File: config.mk
export PLATFORM = sky130hd
export DESIGN_NAME = earcon_tone_generator_core
export DESIGN_NICKNAME = d
export VERILOG_FILES = /design/src/rtl/etg_pkg.sv /design/src/rtl/etg_serial_mul.sv /design/src/rtl/earcon_tone_generator_core.sv
export SDC_FILE = /design/constraint.sdc
export NUM_CORES = 2
export LEC_CHECK = 0
export BUFFER_PORTS_ARGS = -buffer_cell sky130_fd_sc_hd__buf_2
export CORE_MARGIN = 2
export CORE_UTILIZATION = 24
export CTS_BUF_LIST = sky130_fd_sc_hd__clkbuf_16
export DETAILED_ROUTE_END_ITERATION = 10
export GPL_TIMING_DRIVEN = 1
export HOLD_SLACK_MARGIN = 0.02
export SLEW_MARGIN = 20
export SYNTH_ARGS = -nofsm -noshare
export SYNTH_HDL_FRONTEND = slang
export SYNTH_SLANG_ARGS = --single-unit
File: constraint.sdc
create_clock -name aclk -period 7.96 [get_ports aclk]
set_clock_uncertainty 0.1 [all_clocks]
set_input_delay 0.398 -clock aclk [delete_from_list [all_inputs] [get_ports aclk]]
set_output_delay 0.398 -clock aclk [all_outputs]
set_load 0.02 [all_outputs]
File: src/rtl/etg_pkg.sv
// Shared types, constants and build-time math for the earcon tone generator.
package etg_pkg;

    typedef enum logic [2:0] {
        SND_CLICK,
        SND_TOGGLE,
        SND_SNAP,
        SND_ERROR,
        SND_SUCCESS,
        SND_FOCUS,
        SND_HOVER,
        SND_CHIME
    } sound_t;

    localparam logic OP_TICK    = 1'b0;
    localparam logic OP_TRIGGER = 1'b1;

    localparam logic [1:0] CFG_MASTER_ENABLE = 2'd0;
    localparam logic [1:0] CFG_SOUND_MASK    = 2'd1;
    localparam logic [1:0] CFG_VOLUME        = 2'd2;

    localparam logic [15:0] UNITY      = 16'h8000;
    localparam logic [15:0] LFSR_SEED  = 16'hACE1;
    localparam logic [15:0] LFSR_TAPS  = 16'hB400;
    localparam logic [7:0]  MASK_RESET = 8'h9F;

    // multiplier digit size, used by the serial multiplier
    localparam int DIGIT_BITS = 4;

    // Q30 odd polynomial for the first quarter wave
    localparam logic [63:0] C_A1 = 64'd1686629713;
    localparam logic [63:0] C_A3 = 64'd693598669;
    localparam logic [63:0] C_A5 = 64'd85569306;
    localparam logic [63:0] C_A7 = 64'd5026995;
    localparam logic [63:0] C_A9 = 64'd172272;

    // quarter-wave sine magnitude in Q1.15 for a Q30 angle fraction u
    function automatic logic [14:0] sine_q15(input logic [63:0] u);
        logic [63:0] u2;
        logic [63:0] p;
        logic [63:0] v;
        u2 = (u * u) >> 30;
        p  = C_A9;
        p  = C_A7 - ((p * u2) >> 30);
        p  = C_A5 - ((p * u2) >> 30);
        p  = C_A3 - ((p * u2) >> 30);
        p  = C_A1 - ((p * u2) >> 30);
        v  = (((p * u) >> 30) + 64'd16384) >> 15;
        if (v > 64'd32767) begin
            v = 64'd32767;
        end
        return v[14:0];
    endfunction

    // Q1.31 truncated series for exp(-x), x given in Q1.31
    function automatic logic [31:0] decay_mult(input logic [63:0] x_in);
        logic [63:0] x;
        logic [63:0] t2;
        logic [63:0] t3;
        logic [63:0] t4;
        logic [63:0] m;
        x  = (x_in > 64'h8000_0000) ? 64'h8000_0000 : x_in;
        t2 = ((x * x) >> 31) / 2;
        t3 = ((t2 * x) >> 31) / 3;
        t4 = ((t3 * x) >> 31) / 4;
        m  = 64'h8000_0000 - x + t2 - t3 + t4;
        return m[31:0];
    endfunction

    function automatic logic [15:0] amp_q15(input sound_t snd);
        logic [15:0] a;
        case (snd)
            SND_CLICK:   a = 16'd9830;
            SND_TOGGLE:  a = 16'd6554;
            SND_SNAP:    a = 16'd4915;
            SND_ERROR:   a = 16'd8192;
            SND_SUCCESS: a = 16'd6554;
            SND_FOCUS:   a = 16'd3277;
            SND_HOVER:   a = 16'd1638;
            SND_CHIME:   a = 16'd1638;
            default:     a = 16'd0;
        endcase
        return a;
    endfunction

endpackage

File: src/rtl/etg_serial_mul.sv
// Unsigned digit-serial multiplier, one radix-16 digit of b per cycle.
module etg_serial_mul #(
    parameter int A_WIDTH = 17,
    parameter int B_WIDTH = 16
) (
    input  logic                       aclk,
    input  logic                       aresetn,
    input  logic                       start,
    input  logic [A_WIDTH-1:0]         a,
    input  logic [B_WIDTH-1:0]         b,
    output logic                       done,
    output logic [A_WIDTH+B_WIDTH-1:0] product
);

    localparam int DW    = etg_pkg::DIGIT_BITS;
    localparam int STEPS = B_WIDTH / DW;
    localparam int CNT_W = (STEPS > 1) ? $clog2(STEPS) : 1;
    localparam int SW    = A_WIDTH + DW;

    logic [A_WIDTH-1:0] a_reg;
    logic [A_WIDTH-1:0] hi_reg;
    logic [B_WIDTH-1:0] lo_reg;
    logic [CNT_W-1:0]   cnt_reg;
    logic               busy_reg;
    logic               done_reg;
    logic [SW-1:0]      step_sum;

    // partial product of the low digit added to the running upper half
    assign step_sum = SW'(hi_reg) + SW'(a_reg) * SW'(lo_reg[DW-1:0]);

    always_ff @(posedge aclk) begin
        if (!aresetn) begin
            busy_reg <= 1'b0;
            done_reg <= 1'b0;
            cnt_reg  <= '0;
        end else begin
            done_reg <= 1'b0;
            if (start) begin
                a_reg    <= a;
                hi_reg   <= '0;
                lo_reg   <= b;
                cnt_reg  <= '0;
                busy_reg <= 1'b1;
            end else if (busy_reg) begin
                hi_reg  <= step_sum[SW-1:DW];
                lo_reg  <= {step_sum[DW-1:0], lo_reg[B_WIDTH-1:DW]};
                cnt_reg <= cnt_reg + CNT_W'(1);
                if (cnt_reg == CNT_W'(STEPS - 1)) begin
                    busy_reg <= 1'b0;
                    done_reg <= 1'b1;
                end
            end
        end
    end

    assign done    = done_reg;
    assign product = {hi_reg, lo_reg};

endmodule

File: src/rtl/earcon_tone_generator_core.sv
// Earcon tone generator: alert-sound synthesizer producing one Q1.15 sample per tick.
//
//  Channel   Ports                                   Direction  Moves
//  cfg       cfg_wr_en, cfg_index, cfg_wr_data       in         register writes
//  s         s_valid/s_ready, s_opcode, s_sound_type in         tick or trigger request
//  m         m_valid/m_ready, m_sample, m_playing,   out        one sample per tick
//            m_last_sample
//
// A trigger request leaves the block idle; a tick while silent goes straight to the output
// state. A playing tick runs the sine lookup (one lane, three for the chime, none for the
// click), then the three radix-16 multiplies of the gain chain; the envelope update runs
// alongside on a second serial multiplier. One request is worked on at a time.
// Synchronous active-low reset; no clearing pass. A finished sample waits in the
// output register while the next request is accepted.
module earcon_tone_generator_core #(
    parameter int SAMPLE_RATE      = 48000,
    parameter int SINE_TABLE_DEPTH = 1024,
    parameter int PHASE_BITS       = 32
) (
    input  logic               aclk,
    input  logic               aresetn,
    input  logic               cfg_wr_en,
    input  logic [1:0]         cfg_index,
    input  logic [15:0]        cfg_wr_data,
    input  logic               s_valid,
    output logic               s_ready,
    input  logic               s_opcode,
    input  logic [2:0]         s_sound_type,
    output logic               m_valid,
    input  logic               m_ready,
    output logic signed [15:0] m_sample,
    output logic               m_playing,
    output logic               m_last_sample
);

    localparam int LOG2D   = $clog2(SINE_TABLE_DEPTH);
    localparam int QUARTER = SINE_TABLE_DEPTH / 4;
    localparam int QW      = LOG2D - 2;

    localparam logic [14:0] LEN_CLICK  = 15'(SAMPLE_RATE / 50);
    localparam logic [14:0] LEN_TOGGLE = 15'(SAMPLE_RATE / 20);
    localparam logic [14:0] LEN_SNAP   = 15'(SAMPLE_RATE / 100);
    localparam logic [14:0] LEN_PAIR   = 15'((3 * SAMPLE_RATE) / 20);
    localparam logic [14:0] LEN_FOCUS  = 15'(SAMPLE_RATE / 200);
    localparam logic [14:0] LEN_HOVER  = 15'((3 * SAMPLE_RATE) / 1000);
    localparam logic [14:0] LEN_CHIME  = 15'((3 * SAMPLE_RATE) / 10);
    localparam logic [14:0] HALF_PAIR  = LEN_PAIR / 2;

    localparam logic [31:0] M_CLICK  = etg_pkg::decay_mult((64'd10 << 31) / LEN_CLICK);
    localparam logic [31:0] M_TOGGLE = etg_pkg::decay_mult((64'd60 << 31) / SAMPLE_RATE);
    localparam logic [31:0] M_SNAP   = etg_pkg::decay_mult((64'd200 << 31) / SAMPLE_RATE);
    localparam logic [31:0] M_PAIR   = etg_pkg::decay_mult((64'd15 << 31) / SAMPLE_RATE);
    localparam logic [31:0] M_FOCUS  = etg_pkg::decay_mult((64'd400 << 31) / SAMPLE_RATE);
    localparam logic [31:0] M_HOVER  = etg_pkg::decay_mult((64'd500 << 31) / SAMPLE_RATE);
    localparam logic [31:0] M_CHIME  = etg_pkg::decay_mult((64'd5 << 31) / SAMPLE_RATE);

    localparam logic [63:0] HALF_SR = 64'(SAMPLE_RATE / 2);
    localparam logic [PHASE_BITS-1:0] INC_300  =
        PHASE_BITS'(((64'd300 << PHASE_BITS) + HALF_SR) / SAMPLE_RATE);
    localparam logic [PHASE_BITS-1:0] INC_400  =
        PHASE_BITS'(((64'd400 << PHASE_BITS) + HALF_SR) / SAMPLE_RATE);
    localparam logic [PHASE_BITS-1:0] INC_523  =
        PHASE_BITS'(((64'd523 << PHASE_BITS) + HALF_SR) / SAMPLE_RATE);
    localparam logic [PHASE_BITS-1:0] INC_659  =
        PHASE_BITS'(((64'd659 << PHASE_BITS) + HALF_SR) / SAMPLE_RATE);
    localparam logic [PHASE_BITS-1:0] INC_784  =
        PHASE_BITS'(((64'd784 << PHASE_BITS) + HALF_SR) / SAMPLE_RATE);
    localparam logic [PHASE_BITS-1:0] INC_880  =
        PHASE_BITS'(((64'd880 << PHASE_BITS) + HALF_SR) / SAMPLE_RATE);
    localparam logic [PHASE_BITS-1:0] INC_1200 =
        PHASE_BITS'(((64'd1200 << PHASE_BITS) + HALF_SR) / SAMPLE_RATE);
    localparam logic [PHASE_BITS-1:0] INC_2000 =
        PHASE_BITS'(((64'd2000 << PHASE_BITS) + HALF_SR) / SAMPLE_RATE);
    localparam logic [PHASE_BITS-1:0] INC_3000 =
        PHASE_BITS'(((64'd3000 << PHASE_BITS) + HALF_SR) / SAMPLE_RATE);

    localparam logic [14:0] SINE_PEAK = etg_pkg::sine_q15(64'(QUARTER) << (32 - LOG2D));
    localparam logic [1:0]  LAST_STAGE = 2'd2;

    typedef enum logic [2:0] {
        ST_IDLE,
        ST_SINE,
        ST_ABS,
        ST_MUL_GO,
        ST_MUL_WAIT,
        ST_FIN
    } state_t;

    state_t                  state_reg;
    logic                    master_enable_reg;
    logic [7:0]              sound_enable_mask_reg;
    logic [15:0]             volume_reg;
    logic                    active_reg;
    etg_pkg::sound_t         current_sound_reg;
    logic [14:0]             sample_count_reg;
    logic [PHASE_BITS-1:0]   phase_acc_reg [3];
    logic [15:0]             env_reg;
    logic [15:0]             lfsr_reg;
    logic [15:0]             gain_reg;
    logic                    m_valid_reg;
    logic [1:0]              lane_reg;
    logic [1:0]              stage_reg;
    logic                    second_reg;
    logic                    play_reg;
    logic signed [17:0]      osc_reg;
    logic signed [15:0]      sine_reg;
    logic [16:0]             mag_reg;
    logic                    neg_reg;
    logic [15:0]             m_sample_reg;
    logic                    m_playing_reg;
    logic                    m_last_reg;

    logic                    s_fire;
    logic                    m_fire;
    logic                    out_free;
    logic [14:0]             len_sel;
    logic [31:0]             m_sel;
    logic [PHASE_BITS-1:0]   inc_first;
    logic [PHASE_BITS-1:0]   inc_second;
    logic [PHASE_BITS-1:0]   inc_sel;
    logic [PHASE_BITS-1:0]   phase_sel;
    logic                    two_tone;
    logic                    is_chime;
    logic [1:0]              lane_count;
    logic                    last_hit;
    logic [15:0]             count_inc;

    logic [14:0]             sine_rom [QUARTER];
    logic [LOG2D-1:0]        tab_idx;
    logic [1:0]              quad;
    logic [QW-1:0]           low;
    logic [QW-1:0]           low_mirror;
    logic [14:0]             tab_mag;
    logic [15:0]             mag16;
    logic [15:0]             sine_lut;

    logic                    smul_start;
    logic [15:0]             smul_b;
    logic                    smul_done;
    logic [32:0]             smul_prod;
    logic [33:0]             smul_sum;
    logic [16:0]             smul_rnd;
    logic                    emul_start;
    logic                    emul_done;
    logic [47:0]             emul_prod;
    logic [48:0]             emul_sum;
    logic [15:0]             env_new;

    logic [15:0]             sample_pos;
    logic [15:0]             sample_neg;
    logic [15:0]             lfsr_next;
    logic [15:0]             gain_clamped;

    // quarter-wave table, built at elaboration
    for (genvar g = 0; g < QUARTER; g++) begin : g_rom
        assign sine_rom[g] = etg_pkg::sine_q15(64'(g) << (32 - LOG2D));
    end

    assign s_ready  = (state_reg == ST_IDLE);
    assign s_fire   = s_valid & s_ready;
    assign m_fire   = m_valid_reg & m_ready;
    assign out_free = !m_valid_reg || m_ready;

    always_comb begin
        case (current_sound_reg)
            etg_pkg::SND_CLICK: begin
                len_sel = LEN_CLICK;  m_sel = M_CLICK;
                inc_first = '0;       inc_second = '0;
            end
            etg_pkg::SND_TOGGLE: begin
                len_sel = LEN_TOGGLE; m_sel = M_TOGGLE;
                inc_first = INC_880;  inc_second = INC_880;
            end
            etg_pkg::SND_SNAP: begin
                len_sel = LEN_SNAP;   m_sel = M_SNAP;
                inc_first = INC_1200; inc_second = INC_1200;
            end
            etg_pkg::SND_ERROR: begin
                len_sel = LEN_PAIR;   m_sel = M_PAIR;
                inc_first = INC_400;  inc_second = INC_300;
            end
            etg_pkg::SND_SUCCESS: begin
                len_sel = LEN_PAIR;   m_sel = M_PAIR;
                inc_first = INC_523;  inc_second = INC_659;
            end
            etg_pkg::SND_FOCUS: begin
                len_sel = LEN_FOCUS;  m_sel = M_FOCUS;
                inc_first = INC_2000; inc_second = INC_2000;
            end
            etg_pkg::SND_HOVER: begin
                len_sel = LEN_HOVER;  m_sel = M_HOVER;
                inc_first = INC_3000; inc_second = INC_3000;
            end
            etg_pkg::SND_CHIME: begin
                len_sel = LEN_CHIME;  m_sel = M_CHIME;
                inc_first = INC_523;  inc_second = INC_523;
            end
            default: begin
                len_sel = LEN_CLICK;  m_sel = M_CLICK;
                inc_first = '0;       inc_second = '0;
            end
        endcase
    end

    assign two_tone   = (current_sound_reg == etg_pkg::SND_ERROR) ||
                        (current_sound_reg == etg_pkg::SND_SUCCESS);
    assign is_chime   = (current_sound_reg == etg_pkg::SND_CHIME);
    assign lane_count = is_chime ? 2'd3 : 2'd1;
    assign count_inc  = {1'b0, sample_count_reg} + 16'd1;
    assign last_hit   = (count_inc >= {1'b0, len_sel});

    // chord lanes each have their own pitch
    always_comb begin
        case (lane_reg)
            2'd0: begin
                phase_sel = phase_acc_reg[0];
                inc_sel   = is_chime ? INC_523 : (second_reg ? inc_second : inc_first);
            end
            2'd1: begin
                phase_sel = phase_acc_reg[1];
                inc_sel   = INC_659;
            end
            default: begin
                phase_sel = phase_acc_reg[2];
                inc_sel   = INC_784;
            end
        endcase
    end

    // table lookup with quarter-wave mirroring
    always_comb begin
        tab_idx    = phase_sel[PHASE_BITS-1 -: LOG2D];
        quad       = tab_idx[LOG2D-1 -: 2];
        low        = tab_idx[QW-1:0];
        low_mirror = ~low + QW'(1);
        if (quad[0]) begin
            tab_mag = (low == '0) ? SINE_PEAK : sine_rom[low_mirror];
        end else begin
            tab_mag = sine_rom[low];
        end
        mag16    = {1'b0, tab_mag};
        sine_lut = quad[1] ? (~mag16 + 16'd1) : mag16;
    end

    always_comb begin
        case (stage_reg)
            2'd0:    smul_b = env_reg;
            2'd1:    smul_b = etg_pkg::amp_q15(current_sound_reg);
            default: smul_b = gain_reg;
        endcase
    end

    assign smul_start = (state_reg == ST_MUL_GO);
    assign emul_start = (state_reg == ST_MUL_GO) && (stage_reg == 2'd0);

    etg_serial_mul #(
        .A_WIDTH (17),
        .B_WIDTH (16)
    ) u_gain_mul (
        .aclk    (aclk),
        .aresetn (aresetn),
        .start   (smul_start),
        .a       (mag_reg),
        .b       (smul_b),
        .done    (smul_done),
        .product (smul_prod)
    );

    etg_serial_mul #(
        .A_WIDTH (16),
        .B_WIDTH (32)
    ) u_env_mul (
        .aclk    (aclk),
        .aresetn (aresetn),
        .start   (emul_start),
        .a       (env_reg),
        .b       (m_sel),
        .done    (emul_done),
        .product (emul_prod)
    );

    // Q15 products round half away from zero on the magnitude
    assign smul_sum = {1'b0, smul_prod} + 34'd16384;
    assign smul_rnd = smul_sum[31:15];
    assign emul_sum = {1'b0, emul_prod} + 49'h0_4000_0000;
    assign env_new  = emul_sum[46:31];

    assign sample_pos = (mag_reg > 17'd32767) ? 16'h7FFF : mag_reg[15:0];
    assign sample_neg = (mag_reg > 17'd32768) ? 16'h8000 : (~mag_reg[15:0] + 16'd1);

    assign lfsr_next    = {1'b0, lfsr_reg[15:1]} ^ (lfsr_reg[0] ? etg_pkg::LFSR_TAPS : 16'h0000);
    assign gain_clamped = (volume_reg > etg_pkg::UNITY) ? etg_pkg::UNITY : volume_reg;

    always_ff @(posedge aclk) begin
        if (!aresetn) begin
            state_reg             <= ST_IDLE;
            master_enable_reg     <= 1'b1;
            sound_enable_mask_reg <= etg_pkg::MASK_RESET;
            volume_reg            <= etg_pkg::UNITY;
            active_reg            <= 1'b0;
            current_sound_reg     <= etg_pkg::SND_CLICK;
            sample_count_reg      <= '0;
            phase_acc_reg[0]      <= '0;
            phase_acc_reg[1]      <= '0;
            phase_acc_reg[2]      <= '0;
            env_reg               <= '0;
            lfsr_reg              <= etg_pkg::LFSR_SEED;
            gain_reg              <= '0;
            m_valid_reg           <= 1'b0;
            lane_reg              <= '0;
            stage_reg             <= '0;
        end else begin
            if (cfg_wr_en) begin
                case (cfg_index)
                    etg_pkg::CFG_MASTER_ENABLE: master_enable_reg     <= cfg_wr_data[0];
                    etg_pkg::CFG_SOUND_MASK:    sound_enable_mask_reg <= cfg_wr_data[7:0];
                    etg_pkg::CFG_VOLUME:        volume_reg            <= cfg_wr_data;
                    default: ;
                endcase
            end

            if (emul_done) begin
                env_reg <= env_new;
            end

            if (m_fire) begin
                m_valid_reg <= 1'b0;
            end

            case (state_reg)
                ST_IDLE: begin
                    if (s_fire) begin
                        if (s_opcode == etg_pkg::OP_TRIGGER) begin
                            if (master_enable_reg && sound_enable_mask_reg[s_sound_type]) begin
                                active_reg        <= 1'b1;
                                current_sound_reg <= etg_pkg::sound_t'(s_sound_type);
                                sample_count_reg  <= '0;
                                phase_acc_reg[0]  <= '0;
                                phase_acc_reg[1]  <= '0;
                                phase_acc_reg[2]  <= '0;
                                env_reg           <= etg_pkg::UNITY;
                                gain_reg          <= gain_clamped;
                            end
                        end else if (!active_reg) begin
                            mag_reg   <= '0;
                            neg_reg   <= 1'b0;
                            play_reg  <= 1'b0;
                            state_reg <= ST_FIN;
                        end else begin
                            play_reg   <= 1'b1;
                            second_reg <= two_tone && (sample_count_reg >= HALF_PAIR);
                            // pair sounds restart the envelope at the second tone
                            if (two_tone && (sample_count_reg == HALF_PAIR)) begin
                                env_reg <= etg_pkg::UNITY;
                            end
                            if (current_sound_reg == etg_pkg::SND_CLICK) begin
                                osc_reg   <= {{2{lfsr_reg[15]}}, lfsr_reg};
                                lfsr_reg  <= lfsr_next;
                                state_reg <= ST_ABS;
                            end else begin
                                osc_reg   <= '0;
                                lane_reg  <= '0;
                                state_reg <= ST_SINE;
                            end
                        end
                    end
                end
                ST_SINE: begin
                    // lookup of lane i overlaps accumulation of lane i-1
                    if (lane_reg != 2'd0) begin
                        osc_reg <= osc_reg + {{2{sine_reg[15]}}, sine_reg};
                    end
                    if (lane_reg != lane_count) begin
                        sine_reg                <= sine_lut;
                        phase_acc_reg[lane_reg] <= phase_sel + inc_sel;
                        lane_reg                <= lane_reg + 2'd1;
                    end else begin
                        state_reg <= ST_ABS;
                    end
                end
                ST_ABS: begin
                    neg_reg   <= osc_reg[17];
                    mag_reg   <= osc_reg[17] ? 17'(-osc_reg) : osc_reg[16:0];
                    stage_reg <= '0;
                    state_reg <= ST_MUL_GO;
                end
                ST_MUL_GO: begin
                    state_reg <= ST_MUL_WAIT;
                end
                ST_MUL_WAIT: begin
                    if (smul_done) begin
                        mag_reg <= smul_rnd;
                        if (stage_reg == LAST_STAGE) begin
                            state_reg <= ST_FIN;
                        end else begin
                            stage_reg <= stage_reg + 2'd1;
                            state_reg <= ST_MUL_GO;
                        end
                    end
                end
                ST_FIN: begin
                    if (out_free) begin
                        m_valid_reg   <= 1'b1;
                        m_sample_reg  <= neg_reg ? sample_neg : sample_pos;
                        m_playing_reg <= play_reg;
                        m_last_reg    <= play_reg && last_hit;
                        if (play_reg) begin
                            sample_count_reg <= count_inc[14:0];
                            if (last_hit) begin
                                active_reg <= 1'b0;
                            end
                        end
                        state_reg <= ST_IDLE;
                    end
                end
                default: begin
                    state_reg <= ST_IDLE;
                end
            endcase
        end
    end

    assign m_valid       = m_valid_reg;
    assign m_sample      = m_sample_reg;
    assign m_playing     = m_playing_reg;
    assign m_last_sample = m_last_reg;

endmodule

**Word-level counts from Yosys, hierarchy flattened**

Memory sizes are Yosys's and may differ from the RTL's. A register that Yosys moved wholly into a read port is not among the register bits.
Index checks and enable logic that the tools add are counted.

- Flip-flop bits (word level): 295
- Bits in latches: 0
- Bits in writable memories: 96
- Memory bits (read-only): 8512
- Input port bits: 27
- Output and inout bits: 20
- Word-level logic and storage cells: 273
- Memories kept: 5

Memory list:

| memory | words | width | read ports | clocked after Yosys merged registers in | write ports | RTL line | RTL |
|---|---|---|---|---|---|---|---|
| (no name shown) | 256 | 15 | 1 | 0 | 0 | earcon_tone_generator_core.sv:239 | `tab_mag = sine_rom[low];` |
| (no name shown) | 256 | 15 | 1 | 0 | 0 | earcon_tone_generator_core.sv:237 | `tab_mag = (low == '0) ? SINE_PEAK : sine_rom[low_mirror];` |
| (no name shown) | 8 | 90 | 1 | 1 | 0 | earcon_tone_generator_core.sv:165 | `case (current_sound_reg)` |
| (no name shown) | 8 | 14 | 1 | 1 | 0 | etg_pkg.sv:72 | `case (snd)` |
| phase_acc_reg | 3 | 32 | 3 | 0 | 3 | earcon_tone_generator_core.sv:96 | `logic [PHASE_BITS-1:0] phase_acc_reg [3];` |

- Add/sub/neg operators: 15
- $mul: 2
- Div/mod/pow operators: 0
- $lt $le $gt $ge: 8
- Equal/unequal tests: 32
- Shift operators: 0
- Mux-type cells: 113
- Bitwise logic cells: 15
- Reduce and logical (&&, ||, !) cells: 48

Operators by type and width:

| cell | count |
|---|---|
| 32-bit 2-to-1 mux | 8 |
| 16-bit 2-to-1 mux | 15 |
| 15-bit 2-to-1 mux | 12 |
| 32-bit case mux with 2 select lines | 2 |
| 17-bit 2-to-1 mux | 6 |
| 18-bit 2-to-1 mux | 5 |
| 17-bit case mux with 3 select lines | 1 |
| 47-bit by 31-bit adder with 47-bit output, second input constant | 1 |
| 18-bit case mux with 2 select lines | 1 |
| 1-bit 2-to-1 mux | 34 |
| 3-bit 2-to-1 mux | 11 |
| 16-bit by 1-bit adder with 16-bit output, second input constant | 2 |
| 32-bit by 15-bit adder with 32-bit output, second input constant | 1 |
| 32-bit adder | 1 |
| 16-bit case mux with 2 select lines | 1 |
| 32-bit OR reduction | 1 |
| 15-bit case mux with 2 select lines | 1 |
| 6-bit AND reduction | 4 |
| 17-bit by 21-bit adder with 21-bit output | 1 |
| 17-bit by 4-bit multiplier with 21-bit output | 1 |
| 16-bit by 20-bit adder with 20-bit output | 1 |
| 16-bit by 4-bit multiplier with 20-bit output | 1 |
| 2-bit 2-to-1 mux | 10 |
| 2-bit != test, second input constant | 10 |
| 48 further kinds | 102 |

**Logic depth before layout (Yosys ltp)**

- Depth after elaboration: 13
- Depth in mapped cells: 29
- Mapped depth without buffers: 21

**Modules after synthesis**

From an unflattened synthesis, not the netlist that was laid out.

- Cells, all modules: 4311
- Area total of the unflattened synthesis: 36518.8 sq um

Modules (own cells, without submodules):

| module | instances | cells each | area an instance (sq um) | seq. area each (sq um) |
|---|---|---|---|---|
| earcon_tone_generator_core | 1 | 3412 | 26648.1 | 8247.9 |
| etg_serial_mul at u_env_mul | 1 | 455 | 5163.7 | 2021.9 |
| etg_serial_mul at u_gain_mul | 1 | 444 | 4707.0 | 1581.5 |

**Least setup slack after synthesis**

No wires, ideal clock.

- Path kind: register -> register
- Start point: register lane_reg[1]
- End point: register sine_reg[11], data pin
- Setup time: 0.276 ns
- Arrival time: 5.761 ns
- Data required time: 7.584 ns
- Slack: 1.823 ns
- Cell stages (with the launch flop): 29
- Buffers on the path: 8
- Clock period less this slack: 6.137 ns
- Path through: dfxtp_1 -> inv_1 -> ha_1 -> buf_6 -> buf_6 -> buf_6 -> a22oi_2 -> nand2_1 -> inv_2 -> clkbuf_1 -> ha_1 -> buf_2 -> inv_1 -> ha_1 -> inv_1 -> clkbuf_1 -> clkbuf_1 -> buf_1 -> ha_1 -> nor3_1 -> a311oi_1 -> a21oi_1 -> a2111oi_0 -> a22o_1 -> a221oi_2 -> nor3_2 -> and4_1 -> a31oi_1 -> xor2_1

- Word-level cells in the longest chain between the ends: 13
- Elaborated cells on any way between the ends: 19
- Classes of those cells: 2 x add/sub; 1 x eq/ne; 8 x mux; 4 x bitwise; 2 x reduce/logical; 2 x memory

RTL lines:

| element | RTL line | RTL |
|---|---|---|
| start, declared | earcon_tone_generator_core.sv:101 | `logic [1:0] lane_reg;` |
| start signal, assigned | earcon_tone_generator_core.sv:376 | `lane_reg <= lane_reg + 2'd1;` |
| 2-bit by 1-bit == test with 1-bit output or 2-bit logical NOT (tied branches) | earcon_tone_generator_core.sv:214 | `case (lane_reg)` |
| 32-bit case mux with 2 select lines (*) | earcon_tone_generator_core.sv:214 |  |
| 8-bit NOT | earcon_tone_generator_core.sv:235 | `low_mirror = ~low + QW'(1);` |
| 8-bit by 1-bit adder with 8-bit output | earcon_tone_generator_core.sv:235 |  |
| 8-bit NOT with 9-bit output (not written as such) | earcon_tone_generator_core.sv:237 |  |
| memory 256 x 15 bit | -- |  |
| 15-bit 2-to-1 mux (not written as such) (2 in series) | earcon_tone_generator_core.sv:237 |  |
| 15-bit 2-to-1 mux | earcon_tone_generator_core.sv:237 |  |
| 15-bit 2-to-1 mux | earcon_tone_generator_core.sv:236 | `if (quad[0]) begin` |
| 15-bit NOT with 16-bit output | earcon_tone_generator_core.sv:242 | `sine_lut = quad[1] ? (~mag16 + 16'd1) : mag16;` |
| 16-bit by 1-bit adder with 16-bit output | earcon_tone_generator_core.sv:242 |  |
| 15-bit 2-to-1 mux (*) | earcon_tone_generator_core.sv:242 |  |
| net sine_lut[11] | earcon_tone_generator_core.sv:135 | `logic [15:0] sine_lut;` |
| end signal, assigned | earcon_tone_generator_core.sv:374 | `sine_reg <= sine_lut;` |
| end, declared | earcon_tone_generator_core.sv:106 | `logic signed [15:0] sine_reg;` |

Mark *: on every way through the listed nets, which the timed path passes. The rest lies on a longest branch. The select of a mux whose other input is x is not followed.
A chain may end at the register's enable or synchronous reset.

**Worst setup path in the final report**

- Start point: register lane_reg[1]
- End point: register sine_reg[14], data pin

The elaborated chain is that of the path after synthesis.

==> out/results.ini <==
[setup_path]
crit_path_start=lane_reg[1]
reg2reg_to=sine_reg[14]
endpoint=sine_reg[14]
crit_path_start_kind=flip-flop
worstReg2RegStart=lane_reg[1]
slowest_stage=a22o_1
end_kind=flip-flop
critPathMaxFanout=21
slowest_delay_ns=0.82
r2r_setup_slack_ns=1.24
ff2ff_path_depth=20
worstPathCellList=inv_1, ha_2, a22o_1, nor2_2, buf_4, inv_2, buf_4, ha_1, nor3_1, a311oi_1, a311oi_1, a21oi_1, a21oi_1, o21ai_0, o311ai_1, buf_4, ha_1, and3_1, a31oi_1, xnor2_1
crit_top_cell=buf_4
cp.required_ns=8.17
arrival_ns=6.94
worst-setup-path-type=flip-flop to flip-flop

[die]
dieArea_um2=151200
ioPinCount=47
coreArea_um2=147500
fp-row-count=141
start_util=0.2411
die_width_um=388.9
die-height_um=388.9

[clock_tree]
cts_setup_buffers=0
cts.clk_slew.worst_paths_ns=0.06
clock_latency_ns=0.61
cts_buffers=50
ctsResizeCount=0
clkSinkCount=451
htree_num_levels=2
cts_buffer_depth=3
hold_buffers=16
cts_root_buf=clkbuf_16
cts_tree=done

[run]
cap_violations=0

[timing]
setup_viol=0
worstMarginPinSlew_ns=1.356
post-route-period-util=0.8448
max_freq_ghz=0.1487
fin_tns_setup_ns=0
rsz0062_at_grt=no
max-slew-margin-rel=0.08644
min_period_ns=6.725
final_hold_viol_count=0
finalMaxSlewViolations=0

[finish]
largest_register_ffs=96
drive_above_1_share=0.08193
final_cells=6143
layout-area-overhead-vs-synth_pct=11.62
nFillCells=15838
final_nets=4463

[global_route]
track_usage=0.1788
grt_pass1_vias=32514
antenna_found_initial=7
grt_pass1_wl_um=210200
grt_start_max_net_pins=126
overflow=0

[synth]
synthSimpleGateAreaFrac=0.2015
syn_inst=4238
netlist_area_um2=35550
ys_seq_elements=451
synthTopCellsByArea=edfxtp_1 24%, dfxtp_1 9.5%, ha_1 6.2%
synth_top_family_by_area=compound AO/OA/AOI/OAI gates
avgSynthCellArea_um2=8.389
syn_nets=4531
synthMuxAreaShare=0.01397
post_synth_fa_ha_maj_area_fraction=0.1134
async_flop_share=0
synth_top_area_frac=0.2382
netlist-cell-type-count=103
yosysSeqAreaShare=0.3333
synth_largest_area_cell=edfxtp_1
synth_compound_area_frac=0.2358
synth_top_flop_cell=edfxtp_1
yosysWarnings=0
synth_xor_area_frac=0.03815
synth-edff-count=282

[placement]
port_buffers=46
dp_hpwl_um=99710
place_congestion=1.040
dp_cells=6032

[pwr]
power_density_nw_per_um2=462.8
vdd_ir_drop_max_v=0.0003117
leakagePower_uw=0.01521

[worst_hold_path]
hp-class=input port to flip-flop
holdPathStages=4

[detailed_routing]
dr_total_vias=34147
drtPass1Iterations=9
first_iter_violations=4359
avgRoutedWirePerCell_um=22.93
wl_um=140900
antenna_left=0
drc=0
via_per_inst=5.559

[outcome]
run_status=finished clean

[layout make-up]
type                       instances  area [µm²]  area share
inverter                         253       950.9     0.02396
antenna                            2       5.005   0.0001261
clock inverter                    39       304.0    0.007661
tap                             1930        2415     0.06085
sequential                       451       11850      0.2986
clock buffer                      54        1351     0.03405
multi-input combinational       3236       21510      0.5420
timing repair buffer             178        1299     0.03273
[report_power, final]
group | leakage [µW] | switching [µW] | internal, µW | total [µW]
logic | 0.0103 | 9220 | 3710 | 12900
clock network | 0.000869 | 1000 | 1330 | 2330
registers | 0.00407 | 190 | 2910 | 3100
[critical path, delay by kind of cell (launching register included)]
family / cells / cell delay [ns]
AO/OA/AOI/OAI: 8 / 2.70
buffers and inverters: 5 / 1.53
adder cells (fa/ha/maj): 3 / 1.25
AND/OR/NAND/NOR: 3 / 0.43
flip-flops: 1 / 0.32
XOR/XNOR: 1 / 0.09
[Yosys cell counts, drive strengths merged, types with 118 or more instances]
| cell | instances |
|---|---|
| nor2 | 372 |
| buf | 126 |
| and2 | 138 |
| o21ai | 276 |
| clkbuf | 172 |
| nand3 | 118 |
| nor3 | 125 |
| ha | 175 |
| nand2 | 522 |
| dfxtp | 169 |
| inv | 252 |
| a21oi | 285 |
| edfxtp | 282 |
[metrics by stage]
stage / utilization / total power (µW) / setup slack (ns) / hold WS, ns / instance area [µm²]
after floorplan: - / 10840 / 1.823 / 0.3201 / 35550
final: 0.2691 / 18370 / 1.235 / 0.07400 / 39690
after CTS: 0.2690 / 17720 / 1.524 / 0.03451 / 39680
after global routing: 0.2690 / 19040 / 0.9739 / 0.07688 / 39680
after detailed placement: 0.2567 / 15320 / 1.549 / 0.3555 / 37860
after global placement: 0.2566 / 15520 / 1.404 / 0.3462 / 37840
[worst min-delay path by stage]
| stage | slack, ns | startpoint | to |
|---|---|---|---|
| 6_report | 0.07 | cfg_index[0] | master_enable_reg |
| 5_1_grt | 0.08 | cfg_index[0] | master_enable_reg |
| 3_3_place_gp | 0.35 | gain_reg[15] | gain_reg[15] |
| 2_1_floorplan | 0.32 | active_reg | play_reg |
| 4_1_cts | 0.03 | cfg_index[0] | master_enable_reg |
| 3_5_place_dp | 0.36 | env_reg[10] | u_env_mul.a_reg[10] |
[cell usage in the layout, fill, tap and decap left out, drive strengths merged, types with 47 or more instances in the layout]
| cell | n |
|---|---|
| nand2 | 522 |
| nor2 | 372 |
| a21oi | 285 |
| edfxtp | 282 |
| o21ai | 276 |
| inv | 270 |
| ha | 175 |
| dfxtp | 169 |
| buf | 162 |
| and2 | 138 |
| nor3 | 125 |
| nand3 | 118 |
| xnor2 | 110 |
| fa | 91 |
| a211oi | 75 |
| o211ai | 66 |
| a31oi | 61 |
| clkbuf | 54 |
| o22ai | 47 |
[cells by family after synthesis]
family,Yosys count
xor gates and xnor gates,154
AOI/OAI and AO/OA,1255
adders and majority gates,268
muxes,44
DFF,451
buffers and inverters,551
and+or+nand+nor,1515
[per-layer routing]
layer | share of wire | vias to the layer above | GRT usage
met5 | 0.00043 | - | 0
met3 | 0.10 | 501 | 0.04479
met4 | 0.054 | 10 | 0.08443
li1 | - | 15208 | -
met1 | 0.41 | 16449 | 0.2344
met2 | 0.43 | 1979 | 0.2747
Note: power is estimated with default switching activity, not from simulation.
